===== config.mk =====
export PLATFORM = sky130hd
export DESIGN_NAME = piecewise_linear_setpoint_profile
export DESIGN_NICKNAME = d
export VERILOG_FILES = /design/src/design/psp_pkg.sv /design/src/design/piecewise_linear_setpoint_profile.sv /design/src/design/psp_datapath.sv /design/src/design/psp_ctrl.sv
export VERILOG_INCLUDE_DIRS = /design/src /design/src/design
export SDC_FILE = /design/constraint.sdc
export NUM_CORES = 2
export LEC_CHECK = 0
export ABC_AREA = 1
export BUFFER_PORTS_ARGS = -buffer_cell sky130_fd_sc_hd__buf_2
export CORE_MARGIN = 2
export CORE_UTILIZATION = 30
export DETAILED_ROUTE_END_ITERATION = 16
export GPL_TIMING_DRIVEN = 0
export PLACE_DENSITY_LB_ADDON = 0.1
export REMOVE_ABC_BUFFERS = 1
export SETUP_SLACK_MARGIN = 0.5
export SLEW_MARGIN = 20
export SYNTH_ARGS = -nofsm -noshare
export SYNTH_HDL_FRONTEND = slang
export SYNTH_HIERARCHICAL = 1
export SYNTH_SLANG_ARGS = --single-unit

===== constraint.sdc =====
create_clock -name clk -period 10 [get_ports clk]
set_input_delay 2 -clock clk [delete_from_list [all_inputs] [get_ports clk]]
set_output_delay 2 -clock clk [all_outputs]
set_load 0.02 [all_outputs]

===== src/design/piecewise_linear_setpoint_profile_defines.svh =====
// Assertion macros shared by the setpoint profile modules.
`ifndef PIECEWISE_LINEAR_SETPOINT_PROFILE_DEFINES_SVH
`define PIECEWISE_LINEAR_SETPOINT_PROFILE_DEFINES_SVH

// Same-cycle implication, clocked on clk and switched off during reset.
`define PSP_ASSERT_SAME(lbl, ante, cons, msg) \
	lbl: assert property (@(posedge clk) disable iff (!arst_n) (ante) |-> (cons)) \
		else $error(msg);

// Next-cycle implication, clocked on clk and switched off during reset.
`define PSP_ASSERT_NEXT(lbl, ante, cons, msg) \
	lbl: assert property (@(posedge clk) disable iff (!arst_n) (ante) |=> (cons)) \
		else $error(msg);

`endif


===== src/design/psp_pkg.sv =====
// Shared types, constants and codes of the setpoint profile block.
`default_nettype none
package psp_pkg;
	localparam int MAX_POINTS = 16;
	localparam int IDX_W = $clog2(MAX_POINTS);
	localparam int CNT_W = $clog2(MAX_POINTS + 1);
	// Seconds are ms * RECIP_1000 >> RECIP_SH, exact for every 32-bit millisecond count.
	localparam logic [28:0] RECIP_1000 = 29'd274877907;
	localparam int RECIP_SH = 38;
	localparam int DVSR_W = 20;
	localparam int DIVD_W = 37;
	localparam int DIV_STEPS = DIVD_W;
	localparam int DCNT_W = $clog2(DIV_STEPS + 1);
	localparam int ELAP_W = 23;

	typedef enum logic [2:0] {
		OP_LOAD   = 3'd0,
		OP_COMMIT = 3'd1,
		OP_DELETE = 3'd2,
		OP_START  = 3'd3,
		OP_CLEAR  = 3'd4,
		OP_QUERY  = 3'd5
	} op_t;

	typedef enum logic [2:0] {
		ST_OK     = 3'd0,
		ST_FEW    = 3'd1,
		ST_RANGE  = 3'd2,
		ST_ORDER  = 3'd3,
		ST_NOPROF = 3'd4
	} status_t;

	typedef enum logic {
		REG_TEMP_MIN = 1'b0,
		REG_TEMP_MAX = 1'b1
	} reg_t;

	typedef enum logic [3:0] {
		S_IDLE,
		S_EXEC,
		S_DIV_E,
		S_Q_RD,
		S_Q_CHK,
		S_MUL,
		S_DIV_I,
		S_C_RD,
		S_C_CHK,
		S_DONE
	} ctl_state_t;

	typedef struct packed {
		logic latch;
		logic exec;
		logic div_elapsed;
		logic elapsed_ld;
		logic div_interp;
		logic cnt_clr;
		logic rd;
		logic step;
		logic c_range;
		logic c_order;
		logic c_ok;
		logic q_take;
		logic q_last;
		logic mul;
		logic fin;
		logic out_load;
	} cmd_t;

	typedef struct packed {
		op_t  op;
		logic total_bad;
		logic run_ok;
		logic first;
		logic temp_bad;
		logic le_prev;
		logic hit;
		logic last;
		logic div_busy;
	} stat_t;
endpackage
`default_nettype wire


===== src/design/piecewise_linear_setpoint_profile.sv =====
// Load, delete, start, clear and commits with a bad point count go from accept through
// execution to the result. A commit reads and checks each point in turn; a query scales
// milliseconds to seconds, reads and checks points, then multiplies and divides for a slope.
// One word is in flight at a time; the next is accepted once the result is registered.
// Reset is asynchronous and active low; it clears control state and sets the limits to
// -1600 and 8000. Point memory is not cleared and reads as unknown until loaded.
`default_nettype none
module piecewise_linear_setpoint_profile (
	input  wire logic               clk,
	input  wire logic               arst_n,
	input  wire logic               psel,
	input  wire logic               penable,
	input  wire logic               pwrite,
	input  wire logic [2:0]         paddr,
	input  wire logic [31:0]        pwdata,
	output logic [31:0]             prdata,
	output logic                    pready,
	input  wire logic               in_valid,
	output logic                    in_stall,
	input  wire logic [2:0]         op,
	input  wire logic [3:0]         point_index,
	input  wire logic [19:0]        point_time,
	input  wire logic signed [15:0] point_temp,
	input  wire logic [4:0]         point_total,
	input  wire logic               end_mode_in,
	input  wire logic [31:0]        now_ms,
	output logic                    out_valid,
	input  wire logic               out_stall,
	output logic [2:0]              status,
	output logic                    run_on,
	output logic                    completed,
	output logic                    end_mode_out,
	output logic signed [15:0]      setpoint
);
	import psp_pkg::*;

	// Temperature limits used when a profile is committed.
	logic signed [15:0] temp_min_q;
	logic signed [15:0] temp_max_q;
	logic               wr_en;
	cmd_t               cmd;
	stat_t              stat;

	// The register bus never waits; a write lands in the access phase.
	assign pready = 1'b1;
	assign wr_en  = psel && penable && pwrite;

	always_ff @(posedge clk or negedge arst_n) begin
		if (!arst_n) begin
			temp_min_q <= -16'sd1600;
			temp_max_q <= 16'sd8000;
		end else if (wr_en) begin
			unique case (reg_t'(paddr[2]))
				REG_TEMP_MIN: temp_min_q <= pwdata[15:0];
				REG_TEMP_MAX: temp_max_q <= pwdata[15:0];
				default: begin
				end
			endcase
		end
	end

	// Reads return the limit sign-extended to the bus width.
	always_comb begin
		unique case (reg_t'(paddr[2]))
			REG_TEMP_MIN: prdata = {{16{temp_min_q[15]}}, temp_min_q};
			REG_TEMP_MAX: prdata = {{16{temp_max_q[15]}}, temp_max_q};
			default:      prdata = '0;
		endcase
	end

	// The controller steps each word through the datapath and hands over the result.
	psp_ctrl u_ctrl (
		.clk       (clk),
		.arst_n    (arst_n),
		.in_valid  (in_valid),
		.in_stall  (in_stall),
		.out_valid (out_valid),
		.out_stall (out_stall),
		.stat      (stat),
		.cmd       (cmd)
	);

	psp_datapath u_dp (
		.clk          (clk),
		.arst_n       (arst_n),
		.cmd          (cmd),
		.stat         (stat),
		.cfg_min      (temp_min_q),
		.cfg_max      (temp_max_q),
		.op           (op),
		.point_index  (point_index),
		.point_time   (point_time),
		.point_temp   (point_temp),
		.point_total  (point_total),
		.end_mode_in  (end_mode_in),
		.now_ms       (now_ms),
		.status       (status),
		.run_on       (run_on),
		.completed    (completed),
		.end_mode_out (end_mode_out),
		.setpoint     (setpoint)
	);
endmodule
`default_nettype wire


===== src/design/psp_datapath.sv =====
// Datapath: item registers, point memory, serial divider, multiplier and result registers.
`default_nettype none
`include "piecewise_linear_setpoint_profile_defines.svh"
module psp_datapath (
	input  wire logic               clk,
	input  wire logic               arst_n,
	input  wire psp_pkg::cmd_t      cmd,
	output psp_pkg::stat_t          stat,
	input  wire logic signed [15:0] cfg_min,
	input  wire logic signed [15:0] cfg_max,
	input  wire logic [2:0]         op,
	input  wire logic [3:0]         point_index,
	input  wire logic [19:0]        point_time,
	input  wire logic signed [15:0] point_temp,
	input  wire logic [4:0]         point_total,
	input  wire logic               end_mode_in,
	input  wire logic [31:0]        now_ms,
	output logic [2:0]              status,
	output logic                    run_on,
	output logic                    completed,
	output logic                    end_mode_out,
	output logic signed [15:0]      setpoint
);
	import psp_pkg::*;

	logic [2:0]         op_q;
	logic [3:0]         idx_q;
	logic [19:0]        ptime_q;
	logic signed [15:0] ptemp_q;
	logic [4:0]         total_q;
	logic               emode_q;
	logic [31:0]        now_q;

	logic [19:0]        tmem [MAX_POINTS];
	logic signed [15:0] cmem [MAX_POINTS];
	logic [19:0]        rd_time_s1;
	logic signed [15:0] rd_temp_s1;
	logic [IDX_W-1:0]   widx;

	logic [CNT_W-1:0]   cnt_q;
	logic [CNT_W-1:0]   used_q;
	logic               end_mode_q;
	logic               prof_q;
	logic               run_q;
	logic [31:0]        start_q;
	logic [19:0]        prev_time_q;
	logic signed [15:0] prev_temp_q;
	logic [ELAP_W-1:0]  elapsed_q;
	logic [31:0]        span_ms;
	logic [60:0]        elapsed_prod_s1;

	logic [DIVD_W-1:0]  quo_q;
	logic [DVSR_W:0]    rem_q;
	logic [DVSR_W-1:0]  dvsr_q;
	logic [DCNT_W-1:0]  dcnt_q;
	logic [DVSR_W:0]    rem_sh;
	logic               neg_q;

	logic signed [16:0] diff;
	logic [DVSR_W-1:0]  dt;
	logic signed [37:0] product_s1;
	logic [DIVD_W-1:0]  mag;
	logic signed [16:0] qsig;
	logic signed [16:0] interp;
	logic [CNT_W:0]     limit;

	logic [2:0]         res_status_q;
	logic               res_on_q;
	logic               res_done_q;
	logic               res_mode_q;
	logic signed [15:0] res_sp_q;

	always_ff @(posedge clk) begin
		if (cmd.latch) begin
			op_q    <= op;
			idx_q   <= point_index;
			ptime_q <= point_time;
			ptemp_q <= point_temp;
			total_q <= point_total;
			emode_q <= end_mode_in;
			now_q   <= now_ms;
		end
	end

	assign widx = IDX_W'(idx_q);

	// Point store: written by a load, read at the scan counter.
	always_ff @(posedge clk) begin
		if (cmd.exec && op_q == OP_LOAD && int'(idx_q) < MAX_POINTS) begin
			tmem[widx] <= ptime_q;
			cmem[widx] <= ptemp_q;
		end
		if (cmd.rd) begin
			rd_time_s1 <= tmem[cnt_q[IDX_W-1:0]];
			rd_temp_s1 <= cmem[cnt_q[IDX_W-1:0]];
		end
	end

	always_ff @(posedge clk or negedge arst_n) begin
		if (!arst_n) begin
			cnt_q      <= '0;
			used_q     <= '0;
			end_mode_q <= 1'b0;
			prof_q     <= 1'b0;
			run_q      <= 1'b0;
			start_q    <= '0;
		end else begin
			if (cmd.cnt_clr) begin
				cnt_q <= '0;
			end else if (cmd.step) begin
				cnt_q <= cnt_q + 1'b1;
			end
			if (cmd.exec) begin
				unique case (op_q)
					OP_LOAD: begin
						prof_q <= 1'b0;
						run_q  <= 1'b0;
					end
					OP_DELETE: begin
						if (prof_q) begin
							prof_q <= 1'b0;
							run_q  <= 1'b0;
						end
					end
					OP_START: begin
						if (prof_q) begin
							run_q   <= 1'b1;
							start_q <= now_q;
						end
					end
					OP_CLEAR: begin
						run_q <= 1'b0;
					end
					default: begin
					end
				endcase
			end
			if (cmd.c_ok) begin
				used_q     <= CNT_W'(total_q);
				end_mode_q <= emode_q;
				prof_q     <= 1'b1;
			end
		end
	end

	// Elapsed seconds by reciprocal multiplication of the wrapped millisecond span.
	assign span_ms = now_q - start_q;

	always_ff @(posedge clk) begin
		if (cmd.div_elapsed) begin
			elapsed_prod_s1 <= {29'd0, span_ms} * {32'd0, RECIP_1000};
		end
	end

	always_ff @(posedge clk) begin
		if (cmd.step) begin
			prev_time_q <= rd_time_s1;
			prev_temp_q <= rd_temp_s1;
		end
		if (cmd.elapsed_ld) begin
			elapsed_q <= elapsed_prod_s1[RECIP_SH +: ELAP_W];
		end
	end

	// Restoring divider, one quotient bit per cycle.
	assign rem_sh = {rem_q[DVSR_W-1:0], quo_q[DIVD_W-1]};

	always_ff @(posedge clk or negedge arst_n) begin
		if (!arst_n) begin
			dcnt_q <= '0;
		end else if (cmd.div_interp) begin
			dcnt_q <= DCNT_W'(DIV_STEPS);
		end else if (dcnt_q != '0) begin
			dcnt_q <= dcnt_q - 1'b1;
		end
	end

	always_ff @(posedge clk) begin
		if (cmd.div_interp) begin
			quo_q  <= mag;
			dvsr_q <= rd_time_s1 - prev_time_q;
			rem_q  <= '0;
			neg_q  <= product_s1[37];
		end else if (dcnt_q != '0) begin
			if (rem_sh >= {1'b0, dvsr_q}) begin
				rem_q <= rem_sh - {1'b0, dvsr_q};
				quo_q <= {quo_q[DIVD_W-2:0], 1'b1};
			end else begin
				rem_q <= rem_sh;
				quo_q <= {quo_q[DIVD_W-2:0], 1'b0};
			end
		end
	end

	// Slope numerator: temperature step times seconds into the segment.
	assign diff = {rd_temp_s1[15], rd_temp_s1} - {prev_temp_q[15], prev_temp_q};
	assign dt   = DVSR_W'(elapsed_q - ELAP_W'(prev_time_q));
	assign mag  = product_s1[37] ? DIVD_W'(-product_s1) : DIVD_W'(product_s1);

	always_ff @(posedge clk) begin
		if (cmd.mul) begin
			product_s1 <= diff * $signed({1'b0, dt});
		end
	end

	assign qsig   = $signed(quo_q[16:0]);
	assign interp = {prev_temp_q[15], prev_temp_q} + (neg_q ? -qsig : qsig);

	always_ff @(posedge clk) begin
		priority if (cmd.exec) begin
			res_on_q   <= 1'b0;
			res_done_q <= 1'b0;
			res_mode_q <= 1'b0;
			res_sp_q   <= '0;
			unique case (op_q)
				OP_COMMIT: res_status_q <= ST_FEW;
				OP_DELETE, OP_START: res_status_q <= prof_q ? ST_OK : ST_NOPROF;
				default: res_status_q <= ST_OK;
			endcase
		end else if (cmd.c_range || cmd.c_order || cmd.c_ok) begin
			res_on_q     <= 1'b0;
			res_done_q   <= 1'b0;
			res_mode_q   <= 1'b0;
			res_sp_q     <= '0;
			res_status_q <= cmd.c_range ? ST_RANGE : (cmd.c_order ? ST_ORDER : ST_OK);
		end else if (cmd.q_take || cmd.q_last || cmd.fin) begin
			res_status_q <= ST_OK;
			res_on_q     <= 1'b1;
			res_mode_q   <= end_mode_q;
			res_done_q   <= cmd.q_last;
			res_sp_q     <= cmd.fin ? interp[15:0] : rd_temp_s1;
		end else begin
		end
	end

	always_ff @(posedge clk) begin
		if (cmd.out_load) begin
			status       <= res_status_q;
			run_on       <= res_on_q;
			completed    <= res_done_q;
			end_mode_out <= res_mode_q;
			setpoint     <= res_sp_q;
		end
	end

	assign limit = (op_q == OP_COMMIT) ? (CNT_W + 1)'(total_q) : {1'b0, used_q};

	always_comb begin
		stat.op        = op_t'(op_q);
		stat.total_bad = (int'(total_q) < 2) || (int'(total_q) > MAX_POINTS);
		stat.run_ok    = run_q && (used_q != '0) && (int'(used_q) <= MAX_POINTS);
		stat.first     = (cnt_q == '0);
		stat.temp_bad  = (rd_temp_s1 < cfg_min) || (rd_temp_s1 > cfg_max);
		stat.le_prev   = (rd_time_s1 <= prev_time_q);
		stat.hit       = (elapsed_q <= ELAP_W'(rd_time_s1));
		stat.last      = ({1'b0, cnt_q} + 1'b1) >= limit;
		stat.div_busy  = (dcnt_q != '0);
	end

	`PSP_ASSERT_NEXT(a_div_runs, cmd.div_interp, stat.div_busy, "divider did not start")
	`PSP_ASSERT_SAME(a_cnt_in_range, 1'b1, int'(cnt_q) < MAX_POINTS, "scan counter past the store")
	`PSP_ASSERT_SAME(a_prof_used, prof_q, (int'(used_q) >= 2) && (int'(used_q) <= MAX_POINTS), "profile with bad point count")
endmodule
`default_nettype wire


===== src/design/psp_ctrl.sv =====
// Controller: sequences each item through the datapath and owns the handshakes.
`default_nettype none
`include "piecewise_linear_setpoint_profile_defines.svh"
module psp_ctrl (
	input  wire logic           clk,
	input  wire logic           arst_n,
	input  wire logic           in_valid,
	output logic                in_stall,
	output logic                out_valid,
	input  wire logic           out_stall,
	input  wire psp_pkg::stat_t stat,
	output psp_pkg::cmd_t       cmd
);
	import psp_pkg::*;

	ctl_state_t state_q;
	ctl_state_t state_d;

	always_ff @(posedge clk or negedge arst_n) begin
		if (!arst_n) begin
			state_q   <= S_IDLE;
			out_valid <= 1'b0;
		end else begin
			state_q <= state_d;
			if (cmd.out_load) begin
				out_valid <= 1'b1;
			end else if (!out_stall) begin
				out_valid <= 1'b0;
			end
		end
	end

	always_comb begin
		state_d  = state_q;
		cmd      = '0;
		in_stall = 1'b1;
		unique case (state_q)
			S_IDLE: begin
				in_stall = 1'b0;
				if (in_valid) begin
					cmd.latch = 1'b1;
					state_d   = S_EXEC;
				end
			end
			S_EXEC: begin
				if (stat.op == OP_COMMIT && !stat.total_bad) begin
					cmd.cnt_clr = 1'b1;
					state_d     = S_C_RD;
				end else if (stat.op == OP_QUERY && stat.run_ok) begin
					cmd.div_elapsed = 1'b1;
					state_d         = S_DIV_E;
				end else begin
					cmd.exec = 1'b1;
					state_d  = S_DONE;
				end
			end
			S_DIV_E: begin
				// The reciprocal product registered in the execute state is ready here.
				cmd.elapsed_ld = 1'b1;
				cmd.cnt_clr    = 1'b1;
				state_d        = S_Q_RD;
			end
			S_Q_RD: begin
				cmd.rd  = 1'b1;
				state_d = S_Q_CHK;
			end
			S_Q_CHK: begin
				if (stat.hit) begin
					if (stat.first || stat.le_prev) begin
						cmd.q_take = 1'b1;
						state_d    = S_DONE;
					end else begin
						cmd.mul = 1'b1;
						state_d = S_MUL;
					end
				end else if (stat.last) begin
					cmd.q_last = 1'b1;
					state_d    = S_DONE;
				end else begin
					cmd.step = 1'b1;
					state_d  = S_Q_RD;
				end
			end
			S_MUL: begin
				cmd.div_interp = 1'b1;
				state_d        = S_DIV_I;
			end
			S_DIV_I: begin
				if (!stat.div_busy) begin
					cmd.fin = 1'b1;
					state_d = S_DONE;
				end
			end
			S_C_RD: begin
				cmd.rd  = 1'b1;
				state_d = S_C_CHK;
			end
			S_C_CHK: begin
				if (stat.temp_bad) begin
					cmd.c_range = 1'b1;
					state_d     = S_DONE;
				end else if (!stat.first && stat.le_prev) begin
					cmd.c_order = 1'b1;
					state_d     = S_DONE;
				end else if (stat.last) begin
					cmd.c_ok = 1'b1;
					state_d  = S_DONE;
				end else begin
					cmd.step = 1'b1;
					state_d  = S_C_RD;
				end
			end
			S_DONE: begin
				if (!(out_valid && out_stall)) begin
					cmd.out_load = 1'b1;
					state_d      = S_IDLE;
				end
			end
			default: begin
				state_d = S_IDLE;
			end
		endcase
	end

	`PSP_ASSERT_NEXT(a_accept_exec, in_valid && !in_stall, state_q == S_EXEC, "accepted word not executed")
	`PSP_ASSERT_SAME(a_rose_done, $rose(out_valid), $past(state_q == S_DONE), "result raised outside done")
	`PSP_ASSERT_SAME(a_chk_after_rd, state_q == S_C_CHK, $past(state_q == S_C_RD), "check without read")
endmodule
`default_nettype wire


---- Yosys cells after proc, flatten, opt, wreduce, memory -nomap -nowiden ----
Memories as Yosys holds them, arrays and structs flattened. A register that Yosys moved wholly into a read port is not among the register bits.
Index checks and enable logic that the tools add are counted.
W data, S select, Z words.
storage, ports and cells
  register bits ........................... 449
  memory bits (writable) .................. 576
  memories kept ........................... 2
  word-level logic and storage cells ...... 197
  input port bits ......................... 123
  output and inout bits ................... 57
cells by class
  order comparisons ....................... 9
  multiply operators ...................... 2
  equal/unequal tests ..................... 20
  $add $sub $neg .......................... 11
  bitwise logic cells ..................... 1
  muxes and demuxes ....................... 75
  reduce and logical (&&, ||, !) cells .... 40
memory list
  name       depth  width  read ports  clocked after Yosys merged registers in  write ports  RTL line            source
  u_dp.tmem  16     20     1           1                                        1            psp_datapath.sv:34  logic [19:0] tmem [MAX_POINTS];
  u_dp.cmem  16     16     1           1                                        1            psp_datapath.sv:35  logic signed [15:0] cmem [MAX_POINTS];
operators by type and width
  operator                  number
  $mux W37                  3
  $pmux W32 S2              1
  $mul A32 B29 Y61 const B  1
  $sub A20 B20 Y20          3
  $mux W4                   11
  $pmux W4 S10              1
  $mul A17 B21 Y38          1
  $neg A37 Y37              1
  $mux W1                   36
  $mux W16                  2
  $sub A32 B32 Y32          1
  $le A23 B20 Y1            1
  $ge A21 B20 Y1            1
  $mux W3                   7
  $le A20 B20 Y1            1
  $mux W20                  1
  $sub A16 B16 Y17          1
  $add A16 B16 Y16          1
  $eq A4 B3 Y1 const B      4
  $gt A16 B16 Y1            1
  $lt A16 B16 Y1            1
  $neg A16 Y16              1
  $mux W5                   3
  $mux W6                   2
  other kinds (34)          72

---- Depth between registers and ports, before layout ----
  depth in word-level cells ............... 11
  gate-level depth with buffers ........... 41
  mapped depth without buffers ............ 41

---- Modules after synthesis ----
The synthesis kept the hierarchy.
by module, submodules not included
  module                             area an instance (µm²)  seq. area each (µm²)  cells an instance  instances
  psp_datapath                       74164.9                 28962.8               8007               1
  piecewise_linear_setpoint_profile  1641.6                  818.3                 212                1
  psp_ctrl                           514.2                   125.1                 90                 1

---- Worst setup path after synthesis ----
OpenSTA, ideal clock, no wires.
  path type ............................... flip-flop to flip-flop
  from .................................... register u_dp.now_q[0]
  to ...................................... register u_dp.elapsed_prod_s1[58] (data pin)
  stages on the path, launching flop included .. 32
  clock period less this slack ............ 7.256 ns
  required time ........................... 9.748 ns
  library setup time ...................... 0.252 ns
  path buffers ............................ 0
  slack ................................... 2.744 ns
  arrival time ............................ 7.003 ns
  cells stage by stage .................... edfxtp_1 > inv_1 > ha_1 > inv_1 > fa_1 > nand2_1 > nand3_1 > nand2_1 > o21ai_0 > xor2_1 > ha_1 > fa_1 > fa_1 > inv_1 > fa_1 > inv_1 > fa_1 > fa_1 > fa_1 > inv_1 > fa_1 > inv_1 > ha_1 > nand2_1 > nor2_1 > inv_1 > o21bai_1 > nand2_1 > nand3_1 > nand2_1 > nand3_1 > nand2_1
between the ends
  longest elaborated chain between the ends .. 2
RTL lines
  what                      RTL line             source
  start: declaration        psp_datapath.sv:32   logic [31:0] now_q;
  start signal: assignment  psp_datapath.sv:81   now_q <= now_ms;
  $sub A32 B32 Y32          psp_datapath.sv:147  assign span_ms = now_q - start_q;
  $mul A32 B29 Y61          psp_datapath.sv:151  elapsed_prod_s1 <= {29'd0, span_ms} * {32'd0, RECIP_1000};
  end signal: assignment    psp_datapath.sv:151
  end: declaration          psp_datapath.sv:50   logic [60:0] elapsed_prod_s1;
Every way passes these cells.
A chain may end at the register's enable or synchronous reset.

---- Worst setup path after layout ----
  from .................................... register u_dp.rd_temp_s1[0], read port of u_dp.cmem
  to ...................................... register u_dp.product_s1[28] (data pin)
between the ends
  longest elaborated chain between the ends .. 2
RTL lines
  what                    RTL line             source
  start: declaration      psp_datapath.sv:37   logic signed [15:0] rd_temp_s1;
  $sub A16 B16 Y17        psp_datapath.sv:196  assign diff = {rd_temp_s1[15], rd_temp_s1} - {prev_temp_q[15], prev_temp_q};
  $mul A17 B21 Y38        psp_datapath.sv:202  product_s1 <= diff * $signed({1'b0, dt});
  end signal: assignment  psp_datapath.sv:202
  end: declaration        psp_datapath.sv:61   logic signed [37:0] product_s1;
Every way passes these cells.

==> flow_metrics.py <==
metrics = {
    "run_status": {
        "status": "finished clean",
    },
    "route": {
        "dr_total_vias": 56030,
        "post-route-drc-count": 0,
        "final_antenna_net_count": 0,
        "vias_per_cell": 4.699,
        "wirelength_um": 243700,
        "wire_length_per_cell_um": 20.44,
        "drt_pass1_iterations": 7,
        "drtIter0Drc": 3483,
    },
    "synth": {
        "syn_avg_cell_area_um2": 9.185,
        "yosys.cell_types.count": 55,
        "synth.yosys.warnings": 6,
        "synth_top_flop_cell": "sky130_fd_sc_hd__edfxtp_1",
        "synth-seq-cells": 1023,
        "number_of_synthesized_flops_with_an_enable_pin": 896,
        "share_of_async_settable_or_async_resettable_flops_after_synthesis_pct": 8.602,
        "synth_cells": 8309,
        "yosysSeqAreaShare_pct": 39.18,
        "syn-cell-area_mm2": 0.07632,
    },
    "clock_network": {
        "numClockSinks": 1023,
        "clock_insertion_delay_at_the_later_pin_of_the_skew_report_ps": 830,
        "cts_tree": "built",
        "postCtsHoldBufs": 0,
        "tritoncts.num_buffers": 121,
        "cts-root-buf": "sky130_fd_sc_hd__clkbuf_16",
        "path_clk_slew_ps": 60,
        "htree_num_levels": 3,
        "ctsLongestPathBuffers": 3,
    },
    "global_route": {
        "aggregate_global_route_resource_usage_pct": 18.82,
        "grt_pass1_wl_um": 367100,
        "first_global_vias": 57450,
        "gr-total-overflow": 0,
        "number_of_antenna_violations_at_the_first_check_in_global_routing": 11,
        "largest_net_degree_at_the_start_of_global_routing": 128,
    },
    "place": {
        "place_ws_ps": 699.8,
        "post-dp-hpwl_um": 188400,
        "finalWeightedCongestion": 0.8797,
        "placed_cells_incl_taps": 11690,
        "portBuffers": 160,
        "place_area_mm2": 0.08254,
    },
    "flow_run": {
        "maxCapViolCount": 0,
    },
    "timing": {
        "timing_worst_slew_pin_value_ps": 1173,
        "fmax_mhz": 110.6,
        "rsz_0062_raised_after_global_routing": "false",
        "finalWorstPathRequiredPeriod_ps": 9040,
        "max_slew_margin_pct": 21.27,
        "finalCritPeriodShare_pct": 90.40,
        "setup_viol": 0,
        "skew_ps": 127.3,
        "hold_viol": 0,
        "final_report_max_slew_violation_count": 0,
        "finalWorstSetupSlack_ps": 959.9,
    },
    "floorplan": {
        "die_y_um": 508.4,
        "ioPinCount": 180,
        "placement_rows": 185,
        "initial_utilization_pct": 30.11,
        "fp.dieArea_mm2": 0.2585,
        "core-area_mm2": 0.2535,
        "die_x_um": 508.4,
    },
    "cells_and_area": {
        "layout.cells.non_filler": 11920,
        "area_growth_syn_to_layout_pct": 13.65,
        "fillerInstances": 26220,
        "post-route-util_pct": 34.22,
        "final_cell_area_mm2": 0.08674,
        "design.final.nets": 9842,
        "drive_gt1_share_pct": 6.430,
    },
    "critical_path": {
        "arrival_ps": 9530,
        "cp.depth": 33,
        "timing.setup.critical_path_class": "flop to flop",
        "worst_ep_required_time_ps": 10490,
        "cp-start-kind": "flop",
        "path_buf_inv": 6,
        "worst-path-max-fanout": 17,
        "critical-path-top-delay-family": "adder cells",
        "worstSetupEndpointType": "flop",
        "path_common_cell": "sky130_fd_sc_hd__nand2_1",
        "critical-path-max-stage-delay_ps": 780,
        "worst-r2r-cell-count": 33,
        "slowest_stage": "sky130_fd_sc_hd__nand2_1",
        "reg2reg_slack_ps": 960,
    },
    "hold_path": {
        "holdPathStages": 0,
        "class_of_the_tightest_hold_or_removal_check": "flop to flop",
    },
}
per-layer routing:
layer | part of all wire [%] | track usage (%)
met4 | 2.4 | 4.784
met3 | 3.0 | 1.829
met1 | 47 | 26.11
met5 | 0 | 0
met2 | 47 | 31.36
cells in the final DEF (no fill, tap or decap), types with 11 or more instances in the layout:
master	synthesis	layout
sky130_fd_sc_hd__a21oi_1	288	288
sky130_fd_sc_hd__clkinv_1	3	24
sky130_fd_sc_hd__o22ai_1	175	175
sky130_fd_sc_hd__nand3_1	298	297
sky130_fd_sc_hd__dfxtp_1	39	39
sky130_fd_sc_hd__a31oi_1	18	18
sky130_fd_sc_hd__buf_16	0	32
sky130_fd_sc_hd__buf_6	2	13
sky130_fd_sc_hd__a21o_1	17	17
sky130_fd_sc_hd__nor2_4	0	25
sky130_fd_sc_hd__nand2_2	9	11
sky130_fd_sc_hd__nand4_1	66	66
sky130_fd_sc_hd__xor2_2	3	12
sky130_fd_sc_hd__edfxtp_1	896	896
sky130_fd_sc_hd__nor2_1	907	884
sky130_fd_sc_hd__clkbuf_1	142	24
sky130_fd_sc_hd__buf_2	39	159
sky130_fd_sc_hd__nand2_1	1658	1656
sky130_fd_sc_hd__dfrtp_1	74	70
sky130_fd_sc_hd__inv_2	15	16
sky130_fd_sc_hd__inv_1	1440	1433
sky130_fd_sc_hd__buf_12	0	33
sky130_fd_sc_hd__o21bai_1	36	36
sky130_fd_sc_hd__clkbuf_16	0	121
sky130_fd_sc_hd__bufinv_16	0	17
sky130_fd_sc_hd__xor2_1	90	75
sky130_fd_sc_hd__nor4_1	15	14
sky130_fd_sc_hd__nand3b_1	25	25
sky130_fd_sc_hd__clkinv_2	0	19
sky130_fd_sc_hd__o21ai_1	23	24
sky130_fd_sc_hd__xnor2_1	36	31
sky130_fd_sc_hd__o21ai_0	528	527
sky130_fd_sc_hd__ha_1	696	696
sky130_fd_sc_hd__nor3_1	54	53
sky130_fd_sc_hd__dfstp_2	14	14
sky130_fd_sc_hd__fa_1	573	572
worst register-to-register path: cells and delay by family (launching register included):
kind,cells,cell delay [ps]
compound gates,1,640
fa+ha+maj,9,4030
buf+inv,6,890
flops,1,530
simple gates,17,2640
per-stage QoR:
stage	setup TNS [ps]	hold slack, ps
2_1_floorplan	-355080	400.3
3_3_place_gp	-2715090	401.0
3_5_place_dp	0	404.5
4_1_cts	0	398.1
5_1_grt	0	401.6
6_report	0	405.3
flip-flops by register name, summed over array words and instances (netlist names), 23 cells and up:
register,cells
u_dp/elapsed_prod_s1,23
u_dp/start_q,32
u_dp/product_s1,38
u_dp/quo_q,37
u_dp/tmem,320
u_dp/cmem,256
u_dp/now_q,32
u_dp/elapsed_q,23
synthesized netlist by cell type, types with 10 or more instances:
master                     count  share of area (%)
sky130_fd_sc_hd__nand2_1    1658                8.2
sky130_fd_sc_hd__xnor2_1      36               0.41
sky130_fd_sc_hd__dfstp_2      14               0.48
sky130_fd_sc_hd__buf_1        16              0.079
sky130_fd_sc_hd__a21o_1       17               0.17
sky130_fd_sc_hd__inv_2        15              0.074
sky130_fd_sc_hd__o21bai_1     36               0.35
sky130_fd_sc_hd__fa_1        573                 15
sky130_fd_sc_hd__o22ai_1     175                1.4
sky130_fd_sc_hd__ha_1        696                 11
sky130_fd_sc_hd__clkbuf_1    142               0.70
sky130_fd_sc_hd__nand4_1      66               0.54
sky130_fd_sc_hd__nor4_1       15               0.12
sky130_fd_sc_hd__nor3_1       54               0.35
sky130_fd_sc_hd__a22oi_1      10              0.098
sky130_fd_sc_hd__o21ai_1      23               0.15
sky130_fd_sc_hd__a21oi_1     288                1.9
sky130_fd_sc_hd__xor2_1       90                1.0
sky130_fd_sc_hd__buf_2        39               0.26
sky130_fd_sc_hd__dfrtp_1      74                2.4
sky130_fd_sc_hd__nand3b_1     25               0.25
sky130_fd_sc_hd__inv_1      1440                7.1
sky130_fd_sc_hd__o21ai_0     528                3.5
sky130_fd_sc_hd__buf_4        23               0.23
sky130_fd_sc_hd__nor2_1      907                4.5
sky130_fd_sc_hd__dfxtp_1      39                1.0
sky130_fd_sc_hd__a31oi_1      18               0.15
sky130_fd_sc_hd__nand3_1     298                2.0
sky130_fd_sc_hd__edfxtp_1    896                 35
worst paths after layout:
check / startpoint / to
max: u_dp/rd_temp_s1[0] / u_dp/product_s1[28]
min: u_dp/elapsed_prod_s1[45] / u_dp/elapsed_q[7]
max reg2reg: u_dp/rd_temp_s1[0] / u_dp/product_s1[28]
min reg2reg: u_dp/elapsed_prod_s1[45] / u_dp/elapsed_q[7]
max in group asynchronous: arst_n / temp_min_q[8]
min in group asynchronous: arst_n / u_dp/start_q[26]
cells by family after synthesis:
family | count (synthesis) | synth area share [%]
simple gates | 3071 | 16.28
buf+inv | 1682 | 8.472
other cells | 1 | 0.004913
compound gates | 1133 | 8.087
fa+ha+maj | 1269 | 26.44
xor+xnor | 130 | 1.531
flops | 1023 | 39.18
cell type report:
class                           instances  area, um2  area share (%)
Clock buffer                          151       3201           3.690
Tap cell                             3366       4212           4.855
Sequential cell                      1023      29920           34.49
Multi-Input combinational cell       5604      40390           46.56
Antenna cell                            4      10.01         0.01154
Inverter                             1458       5503           6.344
Clock inverter                         75      973.4           1.122
Timing Repair Buffer                  242       2536           2.924
repair_timing:
item | 4_1_cts | 5_1_grt
resized for setup | 0 | 2
setup buffers | 0 | 2
setup endpoints to repair | 0 | 16
Power is not shown: default switching activity piles up to over one toggle a cycle in this logic, so the estimate is an artifact.
